[src/hdl/utf8_stream_validator_assert.svh]
// Assertion macros shared by the utf8_stream_validator RTL.
`ifndef UTF8_STREAM_VALIDATOR_ASSERT_SVH
`define UTF8_STREAM_VALIDATOR_ASSERT_SVH

// Same-cycle implication, sampled on clk, off during reset.
`define U8SV_ASSERT_NOW(lbl, ante, cons) \
    lbl: assert property (@(posedge clk) disable iff (!rst_n) (ante) |-> (cons)) \
        else $error("u8sv assertion failed");

// Next-cycle implication, sampled on clk, off during reset.
`define U8SV_ASSERT_NEXT(lbl, ante, cons) \
    lbl: assert property (@(posedge clk) disable iff (!rst_n) (ante) |=> (cons)) \
        else $error("u8sv assertion failed");

`endif

[src/hdl/u8sv_pkg.sv]
// Types and constants shared by the utf8_stream_validator modules.
`default_nettype none

package u8sv_pkg;

    localparam int QUEUE_DEPTH = 2;

    localparam logic [7:0] BYTE_SPACE    = 8'h20;
    localparam logic [7:0] BYTE_DEL      = 8'h7F;
    localparam logic [7:0] BYTE_CONT_LO  = 8'h80;
    localparam logic [7:0] BYTE_CONT_HI  = 8'hBF;
    localparam logic [7:0] BYTE_LEAD2_LO = 8'hC2;
    localparam logic [7:0] BYTE_LEAD2_HI = 8'hDF;
    localparam logic [7:0] BYTE_LEAD3_LO = 8'hE0;
    localparam logic [7:0] BYTE_LEAD3_HI = 8'hEF;
    localparam logic [7:0] BYTE_LEAD4_LO = 8'hF0;
    localparam logic [7:0] BYTE_LEAD4_HI = 8'hF4;

    localparam int CODE_W = 21;
    localparam logic [CODE_W-1:0] CODE_MIN2    = 21'h000080;
    localparam logic [CODE_W-1:0] CODE_MIN3    = 21'h000800;
    localparam logic [CODE_W-1:0] CODE_MIN4    = 21'h010000;
    localparam logic [CODE_W-1:0] CODE_MAX     = 21'h10FFFF;
    localparam logic [CODE_W-1:0] CODE_SURR_LO = 21'h00D800;
    localparam logic [CODE_W-1:0] CODE_SURR_HI = 21'h00DFFF;
    localparam logic [CODE_W-1:0] CODE_C1_LO   = 21'h000080;
    localparam logic [CODE_W-1:0] CODE_C1_HI   = 21'h00009F;

    typedef enum logic [2:0] {
        CLS_PRINT = 3'd0,
        CLS_CTRL  = 3'd1,
        CLS_LEAD2 = 3'd2,
        CLS_LEAD3 = 3'd3,
        CLS_LEAD4 = 3'd4,
        CLS_CONT  = 3'd5,
        CLS_BAD   = 3'd6
    } byte_cls_t;

    typedef enum logic [1:0] {
        LC_NONE  = 2'd0,
        LC_TWO   = 2'd1,
        LC_THREE = 2'd2,
        LC_FOUR  = 2'd3
    } lead_cls_t;

    typedef struct packed {
        byte_cls_t  cls;
        logic [5:0] bits;
        logic       last;
    } item_t;

endpackage

`default_nettype wire

[src/hdl/u8sv_front.sv]
// Front stage: accept bytes and classify them into queue items.
`default_nettype none

module u8sv_front (
    input  wire logic            clk,
    input  wire logic            rst_n,
    input  wire logic            data_valid,
    output logic                 data_stall,
    input  wire logic [7:0]      data_byte,
    input  wire logic            last,
    output logic                 push,
    output u8sv_pkg::item_t      push_item,
    input  wire logic            q_full
);

    logic              hold_valid_reg;
    logic              hold_valid_next;
    u8sv_pkg::item_t   hold_item_reg;
    u8sv_pkg::byte_cls_t cls;
    logic              accept;

    always_comb
    begin
        case (data_byte) inside
            [u8sv_pkg::BYTE_SPACE : u8sv_pkg::BYTE_DEL - 8'd1]:
                cls = u8sv_pkg::CLS_PRINT;
            [8'h00 : u8sv_pkg::BYTE_SPACE - 8'd1], u8sv_pkg::BYTE_DEL:
                cls = u8sv_pkg::CLS_CTRL;
            [u8sv_pkg::BYTE_CONT_LO : u8sv_pkg::BYTE_CONT_HI]:
                cls = u8sv_pkg::CLS_CONT;
            [u8sv_pkg::BYTE_LEAD2_LO : u8sv_pkg::BYTE_LEAD2_HI]:
                cls = u8sv_pkg::CLS_LEAD2;
            [u8sv_pkg::BYTE_LEAD3_LO : u8sv_pkg::BYTE_LEAD3_HI]:
                cls = u8sv_pkg::CLS_LEAD3;
            [u8sv_pkg::BYTE_LEAD4_LO : u8sv_pkg::BYTE_LEAD4_HI]:
                cls = u8sv_pkg::CLS_LEAD4;
            default:
                cls = u8sv_pkg::CLS_BAD;
        endcase
    end

    assign data_stall = hold_valid_reg && q_full;
    assign accept     = data_valid && !data_stall;
    assign push       = hold_valid_reg && !q_full;
    assign push_item  = hold_item_reg;

    always_comb
    begin
        hold_valid_next = hold_valid_reg;
        if (accept)
        begin
            hold_valid_next = 1'b1;
        end
        else if (push)
        begin
            hold_valid_next = 1'b0;
        end
    end

    always_ff @(posedge clk or negedge rst_n)
    begin
        if (!rst_n)
        begin
            hold_valid_reg <= 1'b0;
        end
        else
        begin
            hold_valid_reg <= hold_valid_next;
        end
    end

    always_ff @(posedge clk)
    begin
        if (accept)
        begin
            hold_item_reg.cls  <= cls;
            hold_item_reg.bits <= data_byte[5:0];
            hold_item_reg.last <= last;
        end
    end

endmodule

`default_nettype wire

[src/hdl/u8sv_queue.sv]
// Short queue of classified items between front and back stages.
`default_nettype none

module u8sv_queue #(
    parameter int DEPTH = u8sv_pkg::QUEUE_DEPTH
) (
    input  wire logic            clk,
    input  wire logic            rst_n,
    input  wire logic            push,
    input  wire u8sv_pkg::item_t push_item,
    output logic                 full,
    input  wire logic            pop,
    output logic                 q_valid,
    output u8sv_pkg::item_t      pop_item
);

    localparam int PTR_W = (DEPTH > 1) ? $clog2(DEPTH) : 1;
    localparam int CNT_W = $clog2(DEPTH + 1);
    localparam logic [PTR_W-1:0] PTR_LAST = PTR_W'(DEPTH - 1);
    localparam logic [CNT_W-1:0] CNT_FULL = CNT_W'(DEPTH);

    u8sv_pkg::item_t   slot_reg [DEPTH];
    logic [PTR_W-1:0]  wr_ptr_reg;
    logic [PTR_W-1:0]  wr_ptr_next;
    logic [PTR_W-1:0]  rd_ptr_reg;
    logic [PTR_W-1:0]  rd_ptr_next;
    logic [CNT_W-1:0]  count_reg;
    logic [CNT_W-1:0]  count_next;

    assign full     = (count_reg == CNT_FULL);
    assign q_valid  = (count_reg != '0);
    assign pop_item = slot_reg[rd_ptr_reg];

    always_comb
    begin
        wr_ptr_next = wr_ptr_reg;
        rd_ptr_next = rd_ptr_reg;
        count_next  = count_reg;
        if (push)
        begin
            wr_ptr_next = (wr_ptr_reg == PTR_LAST) ? '0 : wr_ptr_reg + PTR_W'(1);
        end
        if (pop)
        begin
            rd_ptr_next = (rd_ptr_reg == PTR_LAST) ? '0 : rd_ptr_reg + PTR_W'(1);
        end
        if (push && !pop)
        begin
            count_next = count_reg + CNT_W'(1);
        end
        else if (pop && !push)
        begin
            count_next = count_reg - CNT_W'(1);
        end
    end

    always_ff @(posedge clk or negedge rst_n)
    begin
        if (!rst_n)
        begin
            wr_ptr_reg <= '0;
            rd_ptr_reg <= '0;
            count_reg  <= '0;
        end
        else
        begin
            wr_ptr_reg <= wr_ptr_next;
            rd_ptr_reg <= rd_ptr_next;
            count_reg  <= count_next;
        end
    end

    always_ff @(posedge clk)
    begin
        if (push)
        begin
            slot_reg[wr_ptr_reg] <= push_item;
        end
    end

`include "utf8_stream_validator_assert.svh"

    `U8SV_ASSERT_NOW(a_no_push_when_full, full, !push)
    `U8SV_ASSERT_NOW(a_no_pop_when_empty, pop, q_valid)
    `U8SV_ASSERT_NEXT(a_pop_drains, pop && !push, count_reg == $past(count_reg) - CNT_W'(1))

endmodule

`default_nettype wire

[src/hdl/u8sv_back.sv]
// Back stage: run the decoder state and deliver one result per string.
`default_nettype none

module u8sv_back (
    input  wire logic            clk,
    input  wire logic            rst_n,
    input  wire logic            q_valid,
    input  wire u8sv_pkg::item_t pop_item,
    output logic                 pop,
    output logic                 res_valid,
    input  wire logic            res_stall,
    output logic                 valid_res
);

    logic [1:0]                  pending_reg;
    logic [1:0]                  pending_next;
    logic [u8sv_pkg::CODE_W-1:0] partial_reg;
    logic [u8sv_pkg::CODE_W-1:0] partial_next;
    u8sv_pkg::lead_cls_t         lead_reg;
    u8sv_pkg::lead_cls_t         lead_next;
    logic                        err_reg;
    logic                        err_next;
    logic                        res_valid_reg;
    logic                        res_valid_next;
    logic                        valid_res_reg;
    logic                        valid_res_next;
    logic [u8sv_pkg::CODE_W-1:0] code_shift;

    function automatic logic code_ok(
        input logic [u8sv_pkg::CODE_W-1:0] code,
        input u8sv_pkg::lead_cls_t lc
    );
        logic [u8sv_pkg::CODE_W-1:0] minimum;
        case (lc)
            u8sv_pkg::LC_TWO:   minimum = u8sv_pkg::CODE_MIN2;
            u8sv_pkg::LC_THREE: minimum = u8sv_pkg::CODE_MIN3;
            default:            minimum = u8sv_pkg::CODE_MIN4;
        endcase
        code_ok = (code >= minimum)
            && (code <= u8sv_pkg::CODE_MAX)
            && !((code >= u8sv_pkg::CODE_SURR_LO) && (code <= u8sv_pkg::CODE_SURR_HI))
            && !((code >= u8sv_pkg::CODE_C1_LO) && (code <= u8sv_pkg::CODE_C1_HI));
    endfunction

    assign pop        = q_valid && (!pop_item.last || !res_valid_reg || !res_stall);
    assign res_valid  = res_valid_reg;
    assign valid_res  = valid_res_reg;
    assign code_shift = {partial_reg[u8sv_pkg::CODE_W-7:0], pop_item.bits};

    always_comb
    begin
        pending_next   = pending_reg;
        partial_next   = partial_reg;
        lead_next      = lead_reg;
        err_next       = err_reg;
        res_valid_next = res_valid_reg;
        valid_res_next = valid_res_reg;
        if (res_valid_reg && !res_stall)
        begin
            res_valid_next = 1'b0;
        end
        if (pop)
        begin
            if (pending_reg == 2'd0)
            begin
                case (pop_item.cls)
                    u8sv_pkg::CLS_PRINT:
                    begin
                    end
                    u8sv_pkg::CLS_LEAD2:
                    begin
                        pending_next = 2'd1;
                        partial_next = {16'd0, pop_item.bits[4:0]};
                        lead_next    = u8sv_pkg::LC_TWO;
                    end
                    u8sv_pkg::CLS_LEAD3:
                    begin
                        pending_next = 2'd2;
                        partial_next = {17'd0, pop_item.bits[3:0]};
                        lead_next    = u8sv_pkg::LC_THREE;
                    end
                    u8sv_pkg::CLS_LEAD4:
                    begin
                        pending_next = 2'd3;
                        partial_next = {18'd0, pop_item.bits[2:0]};
                        lead_next    = u8sv_pkg::LC_FOUR;
                    end
                    default:
                    begin
                        err_next = 1'b1;
                    end
                endcase
            end
            else
            begin
                if (pop_item.cls != u8sv_pkg::CLS_CONT)
                begin
                    err_next = 1'b1;
                end
                partial_next = code_shift;
                pending_next = pending_reg - 2'd1;
                if (pending_reg == 2'd1)
                begin
                    if (!code_ok(code_shift, lead_reg))
                    begin
                        err_next = 1'b1;
                    end
                    partial_next = '0;
                    lead_next    = u8sv_pkg::LC_NONE;
                end
            end
            if (pop_item.last)
            begin
                res_valid_next = 1'b1;
                valid_res_next = !(err_next || (pending_next != 2'd0));
                pending_next   = 2'd0;
                partial_next   = '0;
                lead_next      = u8sv_pkg::LC_NONE;
                err_next       = 1'b0;
            end
        end
    end

    always_ff @(posedge clk or negedge rst_n)
    begin
        if (!rst_n)
        begin
            pending_reg   <= 2'd0;
            partial_reg   <= '0;
            lead_reg      <= u8sv_pkg::LC_NONE;
            err_reg       <= 1'b0;
            res_valid_reg <= 1'b0;
        end
        else
        begin
            pending_reg   <= pending_next;
            partial_reg   <= partial_next;
            lead_reg      <= lead_next;
            err_reg       <= err_next;
            res_valid_reg <= res_valid_next;
        end
    end

    always_ff @(posedge clk)
    begin
        valid_res_reg <= valid_res_next;
    end

`include "utf8_stream_validator_assert.svh"

    `U8SV_ASSERT_NOW(a_pending_has_lead, pending_reg != 2'd0, lead_reg != u8sv_pkg::LC_NONE)
    `U8SV_ASSERT_NOW(a_idle_code_clear, pending_reg == 2'd0, partial_reg == '0)
    `U8SV_ASSERT_NEXT(a_last_clears, pop && pop_item.last, pending_reg == 2'd0 && !err_reg)

endmodule

`default_nettype wire

[src/hdl/utf8_stream_validator.sv]
// Top level of the restricted UTF-8 stream validator.
// Input channel: data_valid/data_stall carry one byte (data_byte) per transaction;
// last marks the final byte of a string. Every byte is one transaction.
// Output channel: res_valid/res_stall carry one result (valid_res) per string,
// 1 when the whole string is valid restricted UTF-8.
// Throughput: one byte per cycle when not stalled, set by the decoder update in the
// back stage. The front stage registers and classifies each byte, a queue of
// QUEUE_DEPTH entries decouples it from the back stage, and the back stage
// updates the decoder and loads the output register.
// Result path: a final byte passes the front hold register and a queue slot before
// the back stage registers res_valid and valid_res.
// While res_stall holds the result, bytes that are not final keep flowing;
// the next final byte waits in the queue, then the queue and front back up
// and data_stall rises.
// Reset (rst_n low, asynchronous) empties the queue, drops a held byte and any
// undelivered result, and clears the decoder state.
`default_nettype none

module utf8_stream_validator #(
    parameter int QUEUE_DEPTH = u8sv_pkg::QUEUE_DEPTH
) (
    input  wire logic       clk,
    input  wire logic       rst_n,
    input  wire logic       data_valid,
    output logic            data_stall,
    input  wire logic [7:0] data_byte,
    input  wire logic       last,
    output logic            res_valid,
    input  wire logic       res_stall,
    output logic            valid_res
);

    logic              push;
    u8sv_pkg::item_t   push_item;
    logic              q_full;
    logic              pop;
    logic              q_valid;
    u8sv_pkg::item_t   pop_item;

    u8sv_front u_front (
        .clk        (clk),
        .rst_n      (rst_n),
        .data_valid (data_valid),
        .data_stall (data_stall),
        .data_byte  (data_byte),
        .last       (last),
        .push       (push),
        .push_item  (push_item),
        .q_full     (q_full)
    );

    u8sv_queue #(
        .DEPTH (QUEUE_DEPTH)
    ) u_queue (
        .clk       (clk),
        .rst_n     (rst_n),
        .push      (push),
        .push_item (push_item),
        .full      (q_full),
        .pop       (pop),
        .q_valid   (q_valid),
        .pop_item  (pop_item)
    );

    u8sv_back u_back (
        .clk       (clk),
        .rst_n     (rst_n),
        .q_valid   (q_valid),
        .pop_item  (pop_item),
        .pop       (pop),
        .res_valid (res_valid),
        .res_stall (res_stall),
        .valid_res (valid_res)
    );

endmodule

`default_nettype wire
[config.mk]
export PLATFORM = sky130hd
export DESIGN_NAME = utf8_stream_validator
export DESIGN_NICKNAME = d
export VERILOG_FILES = /design/src/hdl/u8sv_pkg.sv /design/src/hdl/u8sv_front.sv /design/src/hdl/u8sv_queue.sv /design/src/hdl/u8sv_back.sv /design/src/hdl/utf8_stream_validator.sv
export VERILOG_INCLUDE_DIRS = /design/src /design/src/hdl
export SDC_FILE = /design/constraint.sdc
export NUM_CORES = 1
export LEC_CHECK = 0
export BUFFER_PORTS_ARGS = -buffer_cell sky130_fd_sc_hd__buf_2
export CAP_MARGIN = 20
export CORE_ASPECT_RATIO = 1.1
export CORE_UTILIZATION = 60
export DETAILED_ROUTE_END_ITERATION = 10
export PLACE_DENSITY = 0.79
export SYNTH_ARGS = -nofsm -noshare
export SYNTH_HDL_FRONTEND = slang
export SYNTH_HIERARCHICAL = 1
export SYNTH_SLANG_ARGS = --single-unit
[constraint.sdc]
create_clock -name clk -period 2.6 [get_ports clk]
set_input_delay 0.52 -clock clk [delete_from_list [all_inputs] [get_ports clk]]
set_output_delay 0.52 -clock clk [all_outputs]
set_load 0.02 [all_outputs]
==> flow_summary_export.csv, run 1 <==
group,metric,value,unit
clock_network,cts_tree,"built",
sta,fin_crit,2340,ps
routing,routed_wl,4640,µm
logic_synthesis,syn_avg_cell_area,12.2,µm²
final_layout,stdcell_count,304,
sta,worst_pin_slew,734,ps
die,fp.dieW,66.0,µm
die,core,4320,µm²
logic_synthesis,synth_area,2710,µm²
logic_synthesis,synth_ff_type,"edfxtp_1",
logic_synthesis,yosysTopAreaCell,"edfxtp_1",
run_status,status,"complete, no violations",
logic_synthesis,async_reset_ff_share,45.6,%
sta,drv_slew,0,
flow_run,drv_cap,0,
placement,placed_cells,288,
worst_setup_path,crit_required,2840,ps
global_routing,track_usage,22.2,%
sta,period_share,89.9,%
power_and_ir_drop,p_leak,1.31,nW
final_layout,drive_above_1_share,21.6,%
global_routing,gr-usage-met3,7.08,%
global_routing,gr-max-usage-layer,"met2",
final_layout,syn_to_final_growth,12.1,%
placement,placed_area,2820,µm²
worst_setup_path,cp-end-kind,"flip-flop",
worst_setup_path,rrSetupSlack,260,ps
clock_network,cts_buffers,9,
worst_setup_path,critPathLaunchType,"flip-flop",
routing,drc,0,
final_layout,antennaDiodeCount,0,
logic_synthesis,synthDominantCellAreaShare,34.4,%
worst_setup_path,crit_start,"u_queue/rd_ptr_reg$_DFFE_PN0P_",
global_routing,use_met2,38.9,%
worst_setup_path,r2r-start,"u_queue/rd_ptr_reg$_DFFE_PN0P_",
final_layout,nNetsFinal,264,
clock_network,clk_pin_slew,70,ps
clock_network,cts_sinks,57,
sta,clock.fmax,428,MHz
clock_network,cts.repair.resized,0,
logic_synthesis,yosysSeqAreaShare,58.5,%
final_layout,largest_register_ffs,20,
worst_setup_path,cp_max_fo,19,
die,ios,16,
clock_network,clk_path_buf_depth,2,
die,start_util,62.7,%
worst_setup_path,reg2reg_to,"u_back/lead_reg[0]$_DFFE_PN0P_",
global_routing,grt_pass1_vias,1725,
sta,grt_setup_unrepaired,"false",
worst_setup_path,slowest_delay,620,ps
clock_network,htree_levels,3,
logic_synthesis,synth_most_common_cell,"nand2_1",
worst_setup_path,crit_chain,"mux2_4, nor2_1, and2_1, o41a_1, a32oi_1, o22ai_1",
global_routing,grt_max_degree,27,
global_routing,grt_pass1_wl,7650,µm
clock_network,postCtsHoldBufs,0,
final_layout,fin_area,3030,µm²
logic_synthesis,synth_cell_type_count,54,
logic_synthesis,yosys_warnings,6,
sta,timing.hold.ws,187,ps
routing,first_iter_violations,155,
power_and_ir_drop,power.density,1230,nW/µm²
global_routing,met1_usage,23.4,%
placement,dp_slack,330,ps
die,fp.dieArea,4780,µm²
logic_synthesis,synth-seq-cells,57,
worst_setup_path,cp.arrival,2580,ps
logic_synthesis,synth_edf_count,31,
logic_synthesis,syn_inst,221,
clock_network,post_cts_buffers,0,
logic_synthesis,synth_area_leaders,"edfxtp_1, dfrtp_1, mux2_4",
sta,hold_viol_final,0,
worst_setup_path,crit_slowest_cell,"o41a_1",
worst_setup_path,rr_worst_depth,6,
sta,max_slew_margin,51.0,%
sta,setup_tns,0,ps
worst_setup_path,crit_path_end,"u_back/lead_reg[0]$_DFFE_PN0P_",
routing,wl_per_cell,15.3,µm
sta,final.setup.worst_slack,262,ps
placement,dp.final_hpwl,3320,µm
global_routing,grt_overflow_total,0,
die,die_h,72.4,µm
sta,skew,6.52,ps
clock_network,clk_latency,330,ps
routing,ant_nets,0,
worst_setup_path,worstSetupPathType,"reg2reg",
routing,vias,1792,
clock_network,cts.root.buffer_cell,"clkbuf_8",
logic_synthesis,syn-num-nets,240,
global_routing,antenna_found_initial,0,
sta,setup_violations,0,
routing,dr.pass1.iters,6,
placement,routabilityCongestion,0.929,
die,rows,25,
power_and_ir_drop,peakVddDrop,0.728,mV
placement,port_buffers,15,
routing,viasPerCell,5.89,
min_path,hp-class,"in2async",
logic_synthesis,synthTopCellsByCount,"nand2_1, edfxtp_1, dfrtp_1, nand3_1",
[placed cells by master (no fill, tap or decap), types with 4 or more instances in the layout]
cell type  instances
edfxtp_1          31
dfrtp_1           26
and2_1             5
nand2_1           36
nor2_1             8
o211ai_1           4
nand3_1           13
ha_1               6
nor2b_1            6
clkbuf_8           9
xor2_1             4
inv_1              9
mux2_4             9
o21ai_0            6
buf_2             15
buf_4              6
[through the flow]
step                      total power, W  utilization (%)
after global placement           0.00282             65.4
after global routing             0.00394             70.3
after CTS                        0.00374             70.3
after detailed placement         0.00286             65.4
after floorplan                  0.00262                -
final                            0.00373             70.3
[where the power goes]
group | total, W | internal, W | switching [W]
Combinational | 0.00144 | 0.000614 | 0.000830
Clock | 0.000866 | 0.000529 | 0.000338
Sequential | 0.00142 | 0.00125 | 0.000174
Total | 0.00373 | 0.00239 | 0.00134
[logic make-up (layout without fill, tap and decap cells)]
group / after synthesis / count (layout) / synth area share, %
multiplexers: 10 / 10 / 5.41
adder cells (fa/ha/maj): 6 / 6 / 2.78
flip-flops: 57 / 57 / 58.5
XOR/XNOR: 6 / 6 / 1.94
buffers and inverters: 17 / 46 / 3.79
AO/OA/AOI/OAI: 33 / 33 / 9.57
AND/OR/NAND/NOR: 92 / 92 / 18.0
[critical path: cells and delay by family (launching register included)]
kind               cells  cell delay, ps
and+or+nand+nor        2             410
muxes                  1             360
DFF                    1             500
AOI/OAI and AO/OA      3             960
[layout make-up]
cell class,count,area (µm²)
multi-input cells,147,1020
flip-flops and latches,57,1580
clock buffers,9,124
fillers,304,1280
clock inverters,7,85.1
inverters,9,33.8
well taps,54,67.6
repair buffers,21,120
[per-layer routing]
metal | up-vias | wire, µm
li1 | 853 | -
met2 | 60 | 2420
met3 | 15 | 223
met1 | 864 | 1870
met5 | - | 0
met4 | 0 | 136
[worst min-delay path by stage]
stage,from,to,slack [ps]
global placement,u_front/push_item[4]$_DFFE_PP_,u_queue/slot_reg[0][4]$_DFFE_PP_,420
detailed placement,u_front/push_item[5]$_DFFE_PP_,u_queue/slot_reg[1][5]$_DFFE_PP_,430
global route,rst_n,u_back/res_valid$_DFF_PN0_,220
CTS,rst_n,u_queue/wr_ptr_reg$_DFFE_PN0P_,200
floorplan,rst_n,u_back/err_reg$_DFFE_PN0P_,220
finish,rst_n,u_back/partial_reg[5]$_DFFE_PN0P_,190
No activity file was read; power rests on OpenSTA's default activity.
==> run 2: changes to the inputs <==
--- a/config.mk
+++ b/config.mk
@@ -11,7 +11,7 @@
 export CORE_ASPECT_RATIO = 1.1
 export CORE_UTILIZATION = 60
 export DETAILED_ROUTE_END_ITERATION = 10
-export PLACE_DENSITY = 0.79
+export PLACE_DENSITY_LB_ADDON = 0.15
 export SYNTH_ARGS = -nofsm -noshare
 export SYNTH_HDL_FRONTEND = slang
 export SYNTH_HIERARCHICAL = 1
==> run 2 against run 1 <==
  * Die area unchanged
  * First-iteration DRC count shrank 21%
  * Clock-buffer cell count is 1 higher
  * Sequential power about the same
  * Global-route usage decreased by 0.49 points
  * Via count decreased by 3.0%
  * Utilization decreased by 0.70 points
  * Critical path type unchanged
  * Final cell count is 0.33% lower
  * Flip-flop and latch count stayed put
==> flow_summary_export.csv, run 2 (synthesis results as in run 1) <==
group,metric,value,unit
clock_network,cts_buffers,9,
sta,worst_pin_slew,649,ps
sta,setup_tns,0,ps
die,fp.dieArea,4780,µm²
die,die_h,72.4,µm
power_and_ir_drop,peakVddDrop,0.659,mV
clock_network,cts_sinks,57,
clock_network,cts.root.buffer_cell,"clkbuf_8",
worst_setup_path,worstSetupPathType,"reg2reg",
final_layout,nNetsFinal,263,
power_and_ir_drop,power_frac_seq,39.9,%
worst_setup_path,cp-end-kind,"flip-flop",
clock_network,cts_tree,"built",
die,rows,25,
min_path,hp-class,"in2async",
global_routing,grt_pass1_wl,7430,µm
final_layout,final_cell_mix,"nand2_1, edfxtp_1, dfrtp_1",
power_and_ir_drop,p_int,0.00230,W
die,fp.dieW,66.0,µm
die,core,4320,µm²
sta,hold_viol_final,0,
worst_setup_path,critPathLaunchType,"flip-flop",
routing,vias,1739,
final_layout,fill_cells,309,
power_and_ir_drop,p_leak,1.29,nW
power_and_ir_drop,p_sw_share,36.4,%
power_and_ir_drop,switchingPower,0.00132,W
final_layout,seq_area,1580,µm²
power_and_ir_drop,fin_total_pwr,0.00362,W
global_routing,grt_pass1_vias,1744,
power_and_ir_drop,power.density,1200,nW/µm²
routing,ant_nets,0,
sta,fin_crit,2310,ps
placement,port_buffers,15,
die,start_util,62.7,%
global_routing,track_usage,21.7,%
flow_run,drv_cap,0,
worst_setup_path,cp.arrival,2480,ps
clock_network,postCtsHoldBufs,0,
sta,max_slew_margin,56.6,%
sta,drv_slew,0,
worst_setup_path,rrSetupSlack,290,ps
global_routing,antenna_found_initial,0,
power_and_ir_drop,clkPwrFrac,21.3,%
sta,timing.hold.ws,175,ps
clock_network,clk_pin_slew,70,ps
sta,grt_setup_unrepaired,"false",
final_layout,multi_input_area,1020,µm²
die,ios,16,
sta,clock.fmax,433,MHz
final_layout,drive_above_1_share,20.9,%
routing,dr.pass1.iters,4,
sta,skew,7.80,ps
routing,viasPerCell,5.74,
power_and_ir_drop,p_comb_share,38.8,%
sta,period_share,88.7,%
global_routing,grt_max_degree,27,
clock_network,cts.repair.resized,0,
placement,routabilityCongestion,0.801,
final_layout,final_common_cell,"nand2_1",
clock_network,post_cts_buffers,0,
clock_network,clk_path_buf_depth,2,
worst_setup_path,cp_max_fo,11,
routing,drc,0,
final_layout,antennaDiodeCount,0,
global_routing,grt_overflow_total,0,
final_layout,largest_register_ffs,20,
worst_setup_path,crit_required,2770,ps
routing,routed_wl,4600,µm
routing,first_iter_violations,123,
run_status,status,"complete, no violations",
routing,wl_per_cell,15.2,µm
final_layout,syn_to_final_growth,11.0,%
clock_network,clk_latency,340,ps
clock_network,htree_levels,3,
sta,setup_violations,0,
placement,dp.final_hpwl,3240,µm
-- run 2: cell count changes in the layout (fill, tap and decap cells not counted) --
cell | previous run | this run
clkinv_4 | 0 | 1
buf_4 | 6 | 5
clkinv_2 | 2 | 1
clkbuf_1 | 0 | 1
bufinv_16 | 2 | 1
-- run 2: power by group through the flow --
stage                     combinational, W  clock [W]  sequential (W)
after global routing               0.00155   0.000823         0.00147
after CTS                          0.00140   0.000788         0.00144
after floorplan                    0.00123          0         0.00138
after global placement             0.00135          0         0.00144
final                              0.00140   0.000771         0.00144
after detailed placement           0.00139          0         0.00146
-- run 2: final cells by class --
| cell class | count | share of cell area, % |
|---|---|---|
| Clock buffer | 10 | 4.25 |
| Clock inverter | 6 | 1.96 |
| Inverter | 9 | 1.13 |
| Multi-Input combinational cell | 147 | 34.0 |
| Sequential cell | 57 | 52.7 |
| Tap cell | 54 | 2.25 |
| Timing Repair Buffer | 20 | 3.75 |
-- run 2: worst max-delay path, stage by stage, from the launching register on --
cell	delay (ps)
dfrtp_1	700
mux2_2	410
or4_1	530
nor2_1	150
a2111oi_2	110
a211oi_2	240
-- run 2: final timing paths --
| kind | startpoint | cells past startpoint | to |
|---|---|---|---|
| max | u_queue/rd_ptr_reg$_DFFE_PN0P_ | 5 | u_back/valid_res$_DFFE_PP_ |
| max reg2reg | u_queue/rd_ptr_reg$_DFFE_PN0P_ | 5 | u_back/valid_res$_DFFE_PP_ |
| min in group clk | last | 1 | u_front/push_item[0]$_DFFE_PP_ |
| max in group asynchronous | rst_n | 1 | u_back/partial_reg[10]$_DFFE_PN0P_ |
| min reg2reg | u_front/push_item[5]$_DFFE_PP_ | 0 | u_queue/slot_reg[1][5]$_DFFE_PP_ |
| min | rst_n | 1 | u_back/pending_reg[1]$_DFFE_PN0P_ |
-- run 2: metal layers --
layer | wire [µm] | vias to the layer above | track usage, %
li1 | - | 856 | -
met1 | 1910 | 821 | 23.4
met2 | 2360 | 48 | 35.6
met3 | 182 | 14 | 7.23
met4 | 140 | 0 | 15.4
met5 | 0 | - | 0
-- run 2: stage by stage --
step,cell area [µm²],setup WS [ps],utilization (%),instances
after floorplan,2710,406,-,221
after CTS,3000,275,69.6,303
final,3000,293,69.6,303
after global routing,3000,147,69.6,303
after detailed placement,2820,322,65.2,287
after global placement,2820,357,65.2,287
==> run 3: changes to the inputs <==
--- a/config.mk
+++ b/config.mk
@@ -12,6 +12,7 @@
 export CORE_UTILIZATION = 60
 export DETAILED_ROUTE_END_ITERATION = 10
 export PLACE_DENSITY_LB_ADDON = 0.15
+export REMOVE_ABC_BUFFERS = 1
 export SYNTH_ARGS = -nofsm -noshare
 export SYNTH_HDL_FRONTEND = slang
 export SYNTH_HIERARCHICAL = 1
==> run 3 against run 2 <==
  * Via count grew 0.35%
  * Global-route usage is 0.35 points higher
  * Wire length decreased by 3.3%
  * Sequential share of layout area up 0.58 points
  * Sequential power barely moved
  * Utilization is 0.75 points lower
  * First-iteration DRC count is 34% higher
  * Largest power group unchanged
  * Highest routed layer unchanged
==> flow_summary_export.csv, run 3 (synthesis results as in run 1) <==
group,metric,value,unit
run_status,status,"complete, no violations",
worst_setup_path,worstSetupPathType,"reg2reg",
worst_setup_path,crit_start,"u_queue/rd_ptr_reg$_DFFE_PN0P_",
clock_network,cts.root.buffer_cell,"clkbuf_8",
clock_network,post_cts_buffers,0,
worst_setup_path,reg2reg_to,"u_back/lead_reg[1]$_DFFE_PN0P_",
worst_setup_path,crit_required,2840,ps
worst_setup_path,crit_chain,"mux2_4, nor2b_1, nand2_1, a21oi_1, a22oi_1, o22ai_1",
min_path,hp-class,"in2async",
worst_setup_path,rrSetupSlack,300,ps
sta,worst_pin_slew,621,ps
routing,viasPerCell,5.76,
clock_network,cts.repair.resized,0,
clock_network,clk_pin_slew,60,ps
clock_network,clk_latency,330,ps
die,ios,16,
global_routing,track_usage,22.1,%
final_layout,final_cell_mix,"nand2_1, edfxtp_1, dfrtp_1",
power_and_ir_drop,power.density,1180,nW/µm²
clock_network,cts_sinks,57,
die,fp.dieW,66.0,µm
worst_setup_path,slowest_delay,690,ps
worst_setup_path,crit_path_end,"u_back/lead_reg[1]$_DFFE_PN0P_",
global_routing,grt_overflow_total,0,
routing,wl_per_cell,14.7,µm
die,rows,25,
worst_setup_path,critPathLaunchType,"flip-flop",
sta,setup_violations,0,
sta,clock.fmax,436,MHz
global_routing,grt_pass1_wl,7510,µm
worst_setup_path,r2r-start,"u_queue/rd_ptr_reg$_DFFE_PN0P_",
clock_network,htree_levels,3,
die,start_util,62.7,%
clock_network,cts_buffers,9,
sta,fin_crit,2300,ps
final_layout,syn_to_final_growth,9.81,%
die,die_h,72.4,µm
routing,vias,1745,
clock_network,postCtsHoldBufs,0,
worst_setup_path,crit_slowest_cell,"dfrtp_1",
worst_setup_path,cp.arrival,2540,ps
global_routing,grt_pass1_vias,1745,
global_routing,antenna_found_initial,0,
final_layout,drive_above_1_share,19.7,%
routing,ant_nets,0,
sta,timing.hold.ws,187,ps
placement,routabilityCongestion,0.858,
sta,hold_viol_final,0,
final_layout,antennaDiodeCount,0,
die,fp.dieArea,4780,µm²
clock_network,clk_path_buf_depth,2,
final_layout,final_common_cell,"nand2_1",
worst_setup_path,rr_worst_depth,6,
sta,max_slew_margin,58.5,%
sta,period_share,88.3,%
clock_network,cts_tree,"built",
routing,dr.pass1.iters,4,
routing,routed_wl,4440,µm
worst_setup_path,cp_max_fo,11,
sta,drv_slew,0,
global_routing,grt_max_degree,27,
flow_run,drv_cap,0,
sta,grt_setup_unrepaired,"false",
die,core,4320,µm²
final_layout,nNetsFinal,263,
sta,skew,8.80,ps
routing,drc,0,
placement,port_buffers,15,
final_layout,largest_register_ffs,20,
worst_setup_path,cp-end-kind,"flip-flop",
routing,first_iter_violations,165,
power_and_ir_drop,peakVddDrop,0.587,mV
power_and_ir_drop,p_leak,1.27,nW
sta,setup_tns,0,ps
placement,dp.final_hpwl,3270,µm
[run 3: report_power, final]
group / switching [W] / internal (W)
logic: 0.000792 / 0.000617
clock network: 0.000312 / 0.000332
registers: 0.000190 / 0.00125
total: 0.00129 / 0.00220
[run 3: through the flow]
step	total power, W	cells	setup slack [ps]	util [%]	cell area, µm²
CTS	0.00352	303	331	68.8	2970
global placement	0.00279	287	368	65.2	2820
floorplan	0.00247	213	163	-	2640
detailed placement	0.00285	287	350	65.2	2820
finish	0.00349	303	305	68.8	2970
global route	0.00371	303	199	68.8	2970
[run 3: how the worst min path moves through the flow]
| stage | from | slack (ps) | depth (start not counted) | endpoint |
|---|---|---|---|---|
| global route | rst_n | 210 | 1 | u_back/pending_reg[1]$_DFFE_PN0P_ |
| detailed placement | u_front/push_item[0]$_DFFE_PP_ | 430 | 0 | u_queue/slot_reg[1][0]$_DFFE_PP_ |
| global placement | u_front/push_item[7]$_SDFFCE_PP0P_ | 420 | 0 | u_queue/slot_reg[0][7]$_DFFE_PP_ |
| floorplan | rst_n | 220 | 0 | u_back/err_reg$_DFFE_PN0P_ |
| CTS | rst_n | 190 | 1 | u_back/pending_reg[1]$_DFFE_PN0P_ |
| finish | rst_n | 190 | 1 | u_back/pending_reg[1]$_DFFE_PN0P_ |
[run 3: layer usage]
metal | part of all wire [%] | track usage [%]
met2 | 53 | 38.2
met3 | 4.7 | 6.13
met1 | 40 | 23.7
met4 | 2.2 | 13.5
met5 | 0 | 0
[run 3: cell type report]
| class | instances | area, µm² |
|---|---|---|
| fill | 312 | 1350 |
| multi-input combinational | 147 | 1020 |
| tap | 54 | 67.6 |
| timing repair buffer | 20 | 113 |
| inverter | 9 | 33.8 |
| clock inverter | 5 | 22.5 |
| sequential | 57 | 1580 |
| clock buffer | 11 | 131 |
[run 3: worst max-delay path: cells and delay by family (launching register included)]
kind	cells	cell delay [ps]
compound gates	3	580
flops	1	690
mux	1	390
simple gates	2	550
